## config.mk

```make
export PLATFORM = sky130hd
export DESIGN_NAME = running_mean_variance_outlier
export DESIGN_NICKNAME = d
export VERILOG_FILES = /design/src/rtl/rmv_pkg.sv /design/src/rtl/running_mean_variance_outlier.sv /design/src/rtl/rmv_alu.sv
export SDC_FILE = /design/constraint.sdc
export NUM_CORES = 2
export LEC_CHECK = 0
export ABC_CLOCK_PERIOD_IN_PS = 26300
export BUFFER_PORTS_ARGS = -buffer_cell sky130_fd_sc_hd__buf_2
export CORE_MARGIN = 8
export CORE_UTILIZATION = 40
export DETAILED_ROUTE_END_ITERATION = 16
export HOLD_SLACK_MARGIN = 0.15
export PLACE_DENSITY = 0.66
export SYNTH_ARGS = -nofsm -noshare
export SYNTH_HDL_FRONTEND = slang
export SYNTH_SLANG_ARGS = --single-unit
```

## constraint.sdc

```tcl
create_clock -name clk -period 26.3 [get_ports clk]
set_input_delay 3.945 -clock clk [delete_from_list [all_inputs] [get_ports clk]]
set_output_delay 3.945 -clock clk [all_outputs]
set_load 0.005 [all_outputs]
```

## src/rtl/rmv_pkg.sv

```systemverilog
package rmv_pkg;

  localparam int SAMPLE_W   = 32;
  localparam int COUNT_W    = 32;
  localparam int THR_W      = 16;
  localparam int SUM_W      = 64;
  localparam int OPA_W      = 64;
  localparam int OPB_W      = 33;
  localparam int RES_W      = OPA_W + OPB_W;
  localparam int CNT_W      = 7;
  localparam int MUL_STEPS  = OPB_W;
  localparam int DIV_STEPS  = OPA_W;
  localparam int SQRT_STEPS = OPA_W / 2;

  localparam logic [1:0] ACT_CLEAR = 2'd0;
  localparam logic [1:0] ACT_ADD   = 2'd1;
  localparam logic [1:0] ACT_CHECK = 2'd2;

  typedef enum logic [1:0] {
    REG_REFERENCE_MEAN  = 2'd0,
    REG_Z_THRESHOLD     = 2'd1,
    REG_SIGMA_THRESHOLD = 2'd2,
    REG_MIN_SAMPLES     = 2'd3
  } cfg_reg_t;

  typedef enum logic [1:0] {
    OP_MUL  = 2'd0,
    OP_DIV  = 2'd1,
    OP_SQRT = 2'd2
  } alu_op_t;

  typedef struct packed {
    logic    start;
    alu_op_t op;
  } alu_cmd_t;

  typedef struct packed {
    logic busy;
    logic done;
  } alu_stat_t;

  typedef enum logic [3:0] {
    ST_IDLE,
    ST_UPD,
    ST_Q,
    ST_P,
    ST_SVAR,
    ST_PVAR,
    ST_SQRT,
    ST_DD,
    ST_DDN,
    ST_ZZ,
    ST_RHS,
    ST_SIG,
    ST_FIN
  } state_t;

endpackage

```

## src/rtl/running_mean_variance_outlier.sv

```systemverilog
// channel  | handshake            | payload
// request  | req_valid/req_ready  | action, sample
// response | rsp_valid/rsp_ready  | sample_count .. is_outlier
// config   | cfg_we               | cfg_addr, cfg_data
// one request at a time through a shared bit-serial unit (multiply, divide, square root)
// add: three 64-step divides, a 32-step root and six 33-step multiplies
// clear or check: two divides, the root and five multiplies, fewer divides while the count is below two
// rst is synchronous; statistics clear, thresholds take their defaults
// a waiting response stalls only the final load; once loaded, the next request is taken while it waits
module running_mean_variance_outlier (
  input  logic        clk,
  input  logic        rst,
  input  logic        req_valid,
  output logic        req_ready,
  input  logic [1:0]  action,
  input  logic [31:0] sample,
  output logic        rsp_valid,
  input  logic        rsp_ready,
  output logic [31:0] sample_count,
  output logic [31:0] mean_value,
  output logic [63:0] sample_variance,
  output logic [63:0] population_variance,
  output logic [31:0] std_deviation,
  output logic        mean_differs,
  output logic        is_outlier,
  input  logic        cfg_we,
  input  logic [1:0]  cfg_addr,
  input  logic [31:0] cfg_data
);
  import rmv_pkg::*;

  state_t                state;
  state_t                state_next;
  logic                  issued;
  alu_cmd_t              alu_cmd;
  alu_stat_t             alu_st;
  logic [OPA_W-1:0]      alu_a;
  logic [OPB_W-1:0]      alu_b;
  logic [RES_W-1:0]      alu_res;

  logic [SAMPLE_W-1:0]   ref_mean;
  logic [THR_W-1:0]      z_thr;
  logic [THR_W-1:0]      sigma_thr;
  logic [COUNT_W-1:0]    min_samples;

  logic [COUNT_W-1:0]    count;
  logic [SAMPLE_W-1:0]   mean;
  logic [SUM_W-1:0]      ssd;

  logic [1:0]            act;
  logic [SAMPLE_W-1:0]   x;
  logic [SAMPLE_W:0]     d1;
  logic                  d1_neg;
  logic                  d1_zero;
  logic [SUM_W-1:0]      svar;
  logic [SUM_W-1:0]      pvar;
  logic [31:0]           sd;
  logic [63:0]           dd;
  logic [95:0]           dn;
  logic [31:0]           zz;
  logic [95:0]           rhs;
  logic [47:0]           sigp;

  logic [SAMPLE_W:0]     delta;
  logic [SAMPLE_W:0]     dmag;
  logic [SAMPLE_W:0]     rdiff;
  logic [SAMPLE_W:0]     rmag;
  logic [SAMPLE_W+2:0]   nm;
  logic [SAMPLE_W-1:0]   nm_sat;
  logic [SUM_W:0]        ssd_add;
  logic                  same_sign;
  logic                  gate;
  logic                  differs_c;
  logic                  outlier_c;
  logic                  fin_load;

  rmv_alu u_alu (
    .clk  (clk),
    .rst  (rst),
    .cmd  (alu_cmd),
    .opa  (alu_a),
    .opb  (alu_b),
    .stat (alu_st),
    .res  (alu_res)
  );

  always_comb begin
    delta = {x[SAMPLE_W-1], x} - {mean[SAMPLE_W-1], mean};
    dmag  = delta[SAMPLE_W] ? ((SAMPLE_W+1)'(0) - delta) : delta;
    rdiff = {mean[SAMPLE_W-1], mean} - {ref_mean[SAMPLE_W-1], ref_mean};
    rmag  = rdiff[SAMPLE_W] ? ((SAMPLE_W+1)'(0) - rdiff) : rdiff;
    nm    = delta[SAMPLE_W]
          ? ({{3{mean[SAMPLE_W-1]}}, mean} - {2'b00, alu_res[SAMPLE_W:0]})
          : ({{3{mean[SAMPLE_W-1]}}, mean} + {2'b00, alu_res[SAMPLE_W:0]});
    if (nm[SAMPLE_W+2:SAMPLE_W-1] != {4{nm[SAMPLE_W+2]}}) begin
      nm_sat = {nm[SAMPLE_W+2], {(SAMPLE_W-1){~nm[SAMPLE_W+2]}}};
    end else begin
      nm_sat = nm[SAMPLE_W-1:0];
    end
    ssd_add   = {1'b0, ssd} + {1'b0, alu_res[SUM_W-1:0]};
    same_sign = (d1_neg == delta[SAMPLE_W]) || d1_zero || (delta == '0);
    gate      = count >= min_samples;
    differs_c = gate && ({dn, 16'd0} > {16'd0, rhs});
    outlier_c = gate && ({7'd0, dmag, 8'd0} > sigp);
    fin_load  = (state == ST_FIN) && (!rsp_valid || rsp_ready);
  end

  always_comb begin
    state_next = state;
    unique case (state)
      ST_IDLE: if (req_valid) state_next = ST_UPD;
      ST_UPD:  state_next = (act == ACT_ADD) ? ST_Q : ST_SVAR;
      ST_Q:    if (alu_st.done) state_next = ST_P;
      ST_P:    if (alu_st.done) state_next = ST_SVAR;
      ST_SVAR: if (count < COUNT_W'(2) || alu_st.done) state_next = ST_PVAR;
      ST_PVAR: if (count == '0 || alu_st.done) state_next = ST_SQRT;
      ST_SQRT: if (alu_st.done) state_next = ST_DD;
      ST_DD:   if (alu_st.done) state_next = ST_DDN;
      ST_DDN:  if (alu_st.done) state_next = ST_ZZ;
      ST_ZZ:   if (alu_st.done) state_next = ST_RHS;
      ST_RHS:  if (alu_st.done) state_next = ST_SIG;
      ST_SIG:  if (alu_st.done) state_next = ST_FIN;
      ST_FIN:  if (fin_load) state_next = ST_IDLE;
      default: state_next = ST_IDLE;
    endcase
  end

  always_comb begin
    req_ready     = (state == ST_IDLE);
    alu_cmd.start = 1'b0;
    alu_cmd.op    = OP_MUL;
    alu_a         = '0;
    alu_b         = '0;
    unique case (state)
      ST_Q: begin
        alu_cmd.start = !issued;
        alu_cmd.op    = OP_DIV;
        alu_a         = {31'd0, dmag};
        alu_b         = {1'b0, count};
      end
      ST_P: begin
        alu_cmd.start = !issued;
        alu_a         = {31'd0, d1};
        alu_b         = dmag;
      end
      ST_SVAR: begin
        alu_cmd.start = !issued && (count >= COUNT_W'(2));
        alu_cmd.op    = OP_DIV;
        alu_a         = ssd;
        alu_b         = {1'b0, count - 1'b1};
      end
      ST_PVAR: begin
        alu_cmd.start = !issued && (count != '0);
        alu_cmd.op    = OP_DIV;
        alu_a         = ssd;
        alu_b         = {1'b0, count};
      end
      ST_SQRT: begin
        alu_cmd.start = !issued;
        alu_cmd.op    = OP_SQRT;
        alu_a         = svar;
      end
      ST_DD: begin
        alu_cmd.start = !issued;
        alu_a         = {31'd0, rmag};
        alu_b         = rmag;
      end
      ST_DDN: begin
        alu_cmd.start = !issued;
        alu_a         = dd;
        alu_b         = {1'b0, count};
      end
      ST_ZZ: begin
        alu_cmd.start = !issued;
        alu_a         = {48'd0, z_thr};
        alu_b         = {17'd0, z_thr};
      end
      ST_RHS: begin
        alu_cmd.start = !issued;
        alu_a         = svar;
        alu_b         = {1'b0, zz};
      end
      ST_SIG: begin
        alu_cmd.start = !issued;
        alu_a         = {32'd0, sd};
        alu_b         = {17'd0, sigma_thr};
      end
      default: ;
    endcase
  end

  always_ff @(posedge clk) begin
    if (rst) begin
      state     <= ST_IDLE;
      issued    <= 1'b0;
      rsp_valid <= 1'b0;
    end else begin
      state <= state_next;
      if (alu_cmd.start) begin
        issued <= 1'b1;
      end else if (alu_st.done) begin
        issued <= 1'b0;
      end
      if (fin_load) begin
        rsp_valid <= 1'b1;
      end else if (rsp_ready) begin
        rsp_valid <= 1'b0;
      end
    end
  end

  always_ff @(posedge clk) begin
    if (rst) begin
      ref_mean    <= '0;
      z_thr       <= THR_W'(512);
      sigma_thr   <= THR_W'(768);
      min_samples <= COUNT_W'(2);
    end else if (cfg_we) begin
      unique case (cfg_reg_t'(cfg_addr))
        REG_REFERENCE_MEAN:  ref_mean    <= cfg_data;
        REG_Z_THRESHOLD:     z_thr       <= cfg_data[THR_W-1:0];
        REG_SIGMA_THRESHOLD: sigma_thr   <= cfg_data[THR_W-1:0];
        REG_MIN_SAMPLES:     min_samples <= cfg_data;
        default: ;
      endcase
    end
  end

  always_ff @(posedge clk) begin
    if (rst) begin
      count <= '0;
      mean  <= '0;
      ssd   <= '0;
    end else begin
      unique case (state)
        ST_UPD: begin
          if (act == ACT_CLEAR) begin
            count <= '0;
            mean  <= '0;
            ssd   <= '0;
          end else if (act == ACT_ADD && count != '1) begin
            count <= count + 1'b1;
          end
        end
        ST_Q: if (alu_st.done) mean <= nm_sat;
        ST_P: begin
          if (alu_st.done) begin
            if (same_sign) begin
              ssd <= ssd_add[SUM_W] ? '1 : ssd_add[SUM_W-1:0];
            end else begin
              ssd <= (ssd < alu_res[SUM_W-1:0]) ? '0 : ssd - alu_res[SUM_W-1:0];
            end
          end
        end
        default: ;
      endcase
    end
  end

  always_ff @(posedge clk) begin
    if (state == ST_IDLE && req_valid) begin
      act <= action;
      x   <= sample;
    end
    if (state == ST_Q && alu_st.done) begin
      d1      <= dmag;
      d1_neg  <= delta[SAMPLE_W];
      d1_zero <= (delta == '0);
    end
    if (state == ST_SVAR) begin
      if (count < COUNT_W'(2)) svar <= '0;
      else if (alu_st.done) svar <= alu_res[SUM_W-1:0];
    end
    if (state == ST_PVAR) begin
      if (count == '0) pvar <= '0;
      else if (alu_st.done) pvar <= alu_res[SUM_W-1:0];
    end
    if (alu_st.done) begin
      unique case (state)
        ST_SQRT: sd   <= alu_res[31:0];
        ST_DD:   dd   <= alu_res[63:0];
        ST_DDN:  dn   <= alu_res[95:0];
        ST_ZZ:   zz   <= alu_res[31:0];
        ST_RHS:  rhs  <= alu_res[95:0];
        ST_SIG:  sigp <= alu_res[47:0];
        default: ;
      endcase
    end
    if (fin_load) begin
      sample_count        <= count;
      mean_value          <= mean;
      sample_variance     <= svar;
      population_variance <= pvar;
      std_deviation       <= sd;
      mean_differs        <= differs_c;
      is_outlier          <= outlier_c;
    end
  end

`ifndef SYNTHESIS
  a_alu_free: assert property (@(posedge clk) disable iff (rst)
    alu_cmd.start |-> !alu_st.busy)
    else $error("serial unit started while busy");

  a_mean_hold: assert property (@(posedge clk) disable iff (rst)
    !(state == ST_Q || state == ST_UPD) |=> $stable(mean))
    else $error("mean changed outside its update");

  a_count_mono: assert property (@(posedge clk) disable iff (rst)
    !(state == ST_UPD && act == ACT_CLEAR) |=> count >= $past(count))
    else $error("count dropped without clear");

  a_svar_zero: assert property (@(posedge clk) disable iff (rst)
    rsp_valid && (sample_count < 32'd2) |-> sample_variance == '0)
    else $error("sample variance nonzero below two samples");
`endif

endmodule

```

## src/rtl/rmv_alu.sv

```systemverilog
module rmv_alu (
  input  logic                        clk,
  input  logic                        rst,
  input  rmv_pkg::alu_cmd_t           cmd,
  input  logic [rmv_pkg::OPA_W-1:0]   opa,
  input  logic [rmv_pkg::OPB_W-1:0]   opb,
  output rmv_pkg::alu_stat_t          stat,
  output logic [rmv_pkg::RES_W-1:0]   res
);
  import rmv_pkg::*;

  alu_op_t            op_r;
  logic [CNT_W-1:0]   cnt;
  logic               busy;
  logic               done;
  logic [OPA_W-1:0]   hi;
  logic [OPA_W-1:0]   lo;
  logic [OPA_W-1:0]   aux;
  logic [OPA_W-1:0]   hi_next;
  logic [OPA_W-1:0]   lo_next;
  logic [OPA_W-1:0]   aux_next;

  logic [OPA_W:0]     mul_sum;
  logic [32:0]        div_t;
  logic [32:0]        div_sub;
  logic               div_ge;
  logic [35:0]        sq_t;
  logic [35:0]        sq_trial;
  logic [35:0]        sq_sub;
  logic               sq_ge;

  always_comb begin
    mul_sum  = {1'b0, hi} + (lo[0] ? {1'b0, aux} : '0);
    div_t    = {hi[31:0], lo[OPA_W-1]};
    div_ge   = div_t >= {1'b0, aux[31:0]};
    div_sub  = div_t - {1'b0, aux[31:0]};
    sq_t     = {hi[33:0], lo[OPA_W-1:OPA_W-2]};
    sq_trial = {2'b00, aux[31:0], 2'b01};
    sq_ge    = sq_t >= sq_trial;
    sq_sub   = sq_t - sq_trial;
    hi_next  = hi;
    lo_next  = lo;
    aux_next = aux;
    unique case (op_r)
      OP_MUL: begin
        hi_next = mul_sum[OPA_W:1];
        lo_next = {lo[OPA_W-1:OPB_W], mul_sum[0], lo[OPB_W-1:1]};
      end
      OP_DIV: begin
        hi_next = {32'd0, (div_ge ? div_sub[31:0] : div_t[31:0])};
        lo_next = {lo[OPA_W-2:0], div_ge};
      end
      OP_SQRT: begin
        hi_next  = {30'd0, (sq_ge ? sq_sub[33:0] : sq_t[33:0])};
        lo_next  = {lo[OPA_W-3:0], 2'b00};
        aux_next = {32'd0, aux[30:0], sq_ge};
      end
      default: ;
    endcase
  end

  always_comb begin
    unique case (op_r)
      OP_MUL:  res = {hi, lo[OPB_W-1:0]};
      OP_DIV:  res = {{OPB_W{1'b0}}, lo};
      OP_SQRT: res = {{(RES_W-32){1'b0}}, aux[31:0]};
      default: res = '0;
    endcase
    stat.busy = busy;
    stat.done = done;
  end

  always_ff @(posedge clk) begin
    if (rst) begin
      busy <= 1'b0;
      done <= 1'b0;
      cnt  <= '0;
    end else begin
      done <= 1'b0;
      if (cmd.start && !busy) begin
        busy <= 1'b1;
        unique case (cmd.op)
          OP_MUL:  cnt <= CNT_W'(MUL_STEPS);
          OP_DIV:  cnt <= CNT_W'(DIV_STEPS);
          OP_SQRT: cnt <= CNT_W'(SQRT_STEPS);
          default: cnt <= CNT_W'(1);
        endcase
      end else if (busy) begin
        cnt <= cnt - 1'b1;
        if (cnt == CNT_W'(1)) begin
          busy <= 1'b0;
          done <= 1'b1;
        end
      end
    end
  end

  always_ff @(posedge clk) begin
    if (cmd.start && !busy) begin
      op_r <= cmd.op;
      hi   <= '0;
      unique case (cmd.op)
        OP_MUL: begin
          lo  <= {{(OPA_W-OPB_W){1'b0}}, opb};
          aux <= opa;
        end
        OP_DIV: begin
          lo  <= opa;
          aux <= {{(OPA_W-OPB_W){1'b0}}, opb};
        end
        default: begin
          lo  <= opa;
          aux <= '0;
        end
      endcase
    end else if (busy) begin
      hi  <= hi_next;
      lo  <= lo_next;
      aux <= aux_next;
    end
  end

endmodule

```

# Word level (Yosys, flattened, before mapping)
# Cells that the tools add are included.
# word_totals
regBits,1224
in_bits,73
output_inout_bits,228
# classes
add_sub_neg,14
n_lt_le_gt_ge,8
n_eq_ne,38
n_mux,58
n_bitwise,2
reduce_logical,63
# op_table
operator,count
$mux W64,13
$pmux W64 S8,1
$pmux W64 S3,2
$pmux W96 S3,1
$pmux W64 S2,2
$pmux W33 S7,1
$mux W32,6
$add A64 B64 Y65,2
$gt A112 B96 Y1,1
$mux W33,2
$sub A1 B33 Y33 const A,2
$sub A32 B32 Y33,2
$lt A64 B64 Y1,1
$pmux W32 S2,1
$sub A64 B64 Y64,1
$pmux W4 S13,1
$gt A41 B48 Y1,1
$mux W4,12
$ge A36 B34 Y1,1
$add A32 B34 Y35,1
$mux W35,1
$sub A32 B34 Y35,1
$mux W34,1
$sub A34 B34 Y34,1
other kinds (44),125

# Longest topological paths before layout
# depth
ltp_word,8
ltp_mapped,35

# Cells and area by module
# From an unflattened synthesis, not the netlist that was laid out.
# unflattened
hier_cells,7861
hier_area_um2,75149.6
# modules_own_cells
mod,instances,cells_per_inst,area_each_um2,seq_area_each_um2
running_mean_variance_outlier,1,5554,56329.0,28357.2
rmv_alu,1,2307,18820.6,5365.1

# Worst setup path before layout
# Ideal clock, no wire load.
# synth_path
kind,input -> register
start,input port rsp_ready
end,register is_outlier (enable)
arrival_time_ns,19.182
required_time_ns,25.211
setup_slack_ns,6.029
cell_stages,2
path_cell_list,nor2b_1 nor3_1
# synth_via
elab_chain_len,2
# synth_rtl
element,line,text
"start, declared",running_mean_variance_outlier.sv:18,"input logic rsp_ready,"
$logic_or A1 B1 Y1,running_mean_variance_outlier.sv:105,fin_load = (state == ST_FIN) && (!rsp_valid || rsp_ready);
$logic_and A1 B1 Y1,running_mean_variance_outlier.sv:105,
named net fin_load,running_mean_variance_outlier.sv:75,logic fin_load;
"end signal, assigned",running_mean_variance_outlier.sv:296,is_outlier <= outlier_c;
"end, declared",running_mean_variance_outlier.sv:25,"output logic is_outlier,"
# The timed path passes the listed nets, and every way through them passes these cells.
# A chain may end at the register's enable or synchronous reset.

# Worst setup path in the final report
# layout_path
start,register u_alu.op_r[0]
end,register mean[9]
# layout_via
elab_chain_len,8
elab_cells_between_ends,12
classes_between,add/sub: 2; eq/ne: 3; mux: 5; bitwise: 1; reduce/logical: 1
# layout_rtl
element,line,text
"start, declared",rmv_alu.sv:12,alu_op_t op_r;
"start signal, assigned",rmv_alu.sv:100,op_r <= cmd.op;
$eq A2 B2 Y1 (tied with other cells),rmv_alu.sv:63,unique case (op_r)
$pmux W96 S3 *,rmv_alu.sv:63,
named net alu_res[2],running_mean_variance_outlier.sv:39,logic [RES_W-1:0] alu_res;
$add A32 B34 Y35 / $sub A32 B34 Y35 (equally long branches),"running_mean_variance_outlier.sv:94, running_mean_variance_outlier.sv:93",
$mux W35 *,running_mean_variance_outlier.sv:93,"? ({{3{mean[SAMPLE_W-1]}}, mean} - {2'b00, alu_res[SAMPLE_W:0]})"
$ne A3 B3 Y1 / $not A1 Y1 (equally long branches),"running_mean_variance_outlier.sv:95, running_mean_variance_outlier.sv:96",
$mux W32 *,running_mean_variance_outlier.sv:95,if (nm[SAMPLE_W+2:SAMPLE_W-1] != {4{nm[SAMPLE_W+2]}}) begin
$mux W32 *,running_mean_variance_outlier.sv:245,ST_Q: if (alu_st.done) mean <= nm_sat;
$pmux W32 S2 *,running_mean_variance_outlier.sv:235,unique case (state)
"end signal, assigned",running_mean_variance_outlier.sv:245,
"end, declared",running_mean_variance_outlier.sv:47,logic [SAMPLE_W-1:0] mean;
# The timed path passes the listed nets; every way through them passes the cells marked *. The select of a mux whose other input is x is not followed.

==> metrics.cfg <==
[final_layout]
drive_above_1_share_pct = 9.64
area_delta_synth_final_pct = 11.8
nets = 8344

[synth]
synth_seq_area_share_pct = 46.0
syn-num-nets = 8186
synth_async_sr_flop_share_pct = 0
ys_types = 92
ys_top_cells_by_area = edfxtp_1 38%, ha_1 8.8%, dfxtp_1 8.3%
ys.flop_type = edfxtp_1
synth_top_cell_by_area = edfxtp_1
syn_area_per_cell_sq_um = 9.65
synthCells = 7592
ys_ff_latch = 1224
synth_edf_count = 921
yosys_warnings = 0
syn_area_sq_mm = 0.0733
yosysTopAreaCellShare_pct = 37.7

[sta]
tightest_slew_ps = 1520
final.setup.worst_slack_ps = 17930
grt_setup_unrepaired = false
max_slew_margin_pct = -2.02
fin_skew_ps = 46.8
timing.fmax_ghz = 0.119
fin_setup_tns_ps = 0
setup_violations = 0
slew_viol_final = 4
min_period_ps = 8370
period_share_pct = 31.8
hold_viol_final = 0

[drt]
drt_iter0_drc = 7282
drc = 0
drt_pass1_iterations = 10
via_per_inst = 6.09
vias = 62400
post_drt_wl_per_cell_um = 27.3
routed_wl_mm = 280
antenna_left = 0

[floorplan]
io_pins = 301
die_h_um = 444
rows = 157
floorplan.die_area_sq_mm = 0.197
floorplan.initialDensity_pct = 40.2
die_w_um = 444
core_area_sq_mm = 0.182

[worst_setup_path]
crit_type = reg2reg
crit_slowest_cell = mux2i_1
cp-end-kind = flip-flop
path_buf_inv = 2
cp.required_ps = 27050
timing.rr.start = u_alu.op_r[0]
reg2reg_slack_ps = 17930
cp.depth = 27
critPathTopFamily = simple AND/OR/NAND/NOR gates
reg2reg_depth = 27
cp-start-kind = flip-flop
reg2reg_to = mean[9]
max_stage_delay_ps = 600
arrival_ps = 9120
critPathMaxFanout = 33

[clock_network]
cts_resized = 0
hold_buffers = 0
root_buffer = clkbuf_16
tritoncts = yes
cts.sinks = 1224
clk_pin_slew_worst_paths_ps = 60
clk_latency_ps = 830
clock_path_buffers = 3
cts_buffers = 139
cts_max_level = 4
cts_setup_buffers = 0

[global_route]
grt_max_degree = 93
grt_pass1_wl_mm = 404
antenna_found_initial = 10
grt_util_all_layers_pct = 27.1
grt_overflow = 0
grt_pass1_vias = 59800

[job]
maxCapViolations = 1

[pwr]
p_leak_nw = 32.2
vdd_drop_max_uv = 77.2
power-per-cell-area_mw_per_mm2 = 111

[placed_design]
place_congestion = 1.01
dp_slack_ps = 18050
hpwl_mm = 211
portBuffers = 300

[hold_path]
hold_path_class = reg2reg
min_from = pvar[53]
hold_depth = 0
min_to = population_variance[53]

[run_status]
outcome = finished, violations left
violations = capacitance limit, slew limit

[kinds of logic after synthesis]
logic type | count (synthesis) | synth area share (%)
xor gates and xnor gates | 437 | 5.22
buffers and inverters | 862 | 4.44
adders and majority gates | 521 | 8.97
muxes | 28 | 0.398
and+or+nand+nor | 2269 | 14.7
DFF | 1224 | 46.0
AOI/OAI and AO/OA | 2251 | 20.3
[where the power goes]
part	internal, W	switching, W	total [W]
Sequential	0.00249	0.000314	0.00280
Clock	0.00111	0.000872	0.00199
Combinational	0.00137	0.00295	0.00432
[final cells by class]
| type | instances | area, sq um |
|---|---|---|
| fillers | 17300 | 101000 |
| multi-input cells | 5506 | 36500 |
| flip-flops and latches | 1224 | 33700 |
| clock buffers | 164 | 3580 |
| well taps | 2385 | 2980 |
| repair buffers | 412 | 2340 |
| inverters | 467 | 1750 |
| clock inverters | 93 | 1020 |
| diodes | 5 | 12.5 |
[state kept, by name, summed over array words and instances (netlist names), 33 cells and up]
register	cells
u_alu.lo	64
pvar	64
u_alu.aux	64
dd	64
rhs	96
sigp	48
ssd	64
dn	96
u_alu.hi	64
d1	33
sample_variance	64
population_variance	64
svar	64
[metrics by stage]
stage	power (W)	cell area [sq um]	util, %	hold WS, ps	std cells
after global routing	0.00950	81900	44.9	423	10300
after CTS	0.00900	81900	44.9	419	10200
after detailed placement	0.00700	77300	42.3	405	9992
final	0.00911	81900	44.9	419	10300
after floorplan	0.00548	73300	-	400	7592
after global placement	0.00697	77300	42.3	405	9992
[worst max-delay path by stage]
stage | start | to
floorplan | rsp_ready | is_outlier
global placement | mean[10] | mean[29]
detailed placement | mean[10] | mean[2]
CTS | mean[10] | mean[29]
global route | mean[10] | mean[28]
finish | u_alu.op_r[0] | mean[9]
[per-layer routing]
metal  vias to the layer above  track usage, %  share of wire [%]
li1                      28200               -                  -
met1                     30200            32.8                 38
met2                      3223            43.4                 45
met3                       828            4.76                8.0
met4                         4            20.1                9.0
met5                         -               0             0.0096
[synth_stat cells (90+ instances only)]
cell,number
a21o_1,186
a21oi_1,609
a221oi_1,90
a22oi_1,120
and2_1,122
clkbuf_1,354
dfxtp_1,303
edfxtp_1,921
ha_1,514
inv_1,464
nand2_1,774
nand2b_1,92
nand3_1,106
nand4_1,90
nor2_1,568
nor3_1,130
o21ai_0,482
xnor2_1,296
xor2_1,141
[cell usage in the layout (no fill, tap or decap), types with 90 or more instances in the layout]
cell type,count
nand4_1,90
nor2_1,561
nand3_1,105
nand2_1,773
buf_2,300
clkbuf_16,139
xnor2_1,296
xor2_1,141
and2_1,117
buf_4,111
inv_1,464
edfxtp_1,921
ha_1,510
nand2b_1,91
a21oi_1,609
a22oi_1,120
o21ai_0,479
nor3_1,125
a221oi_1,90
a21o_1,186
dfxtp_1,303
Note: power is estimated with default switching activity, not from simulation.
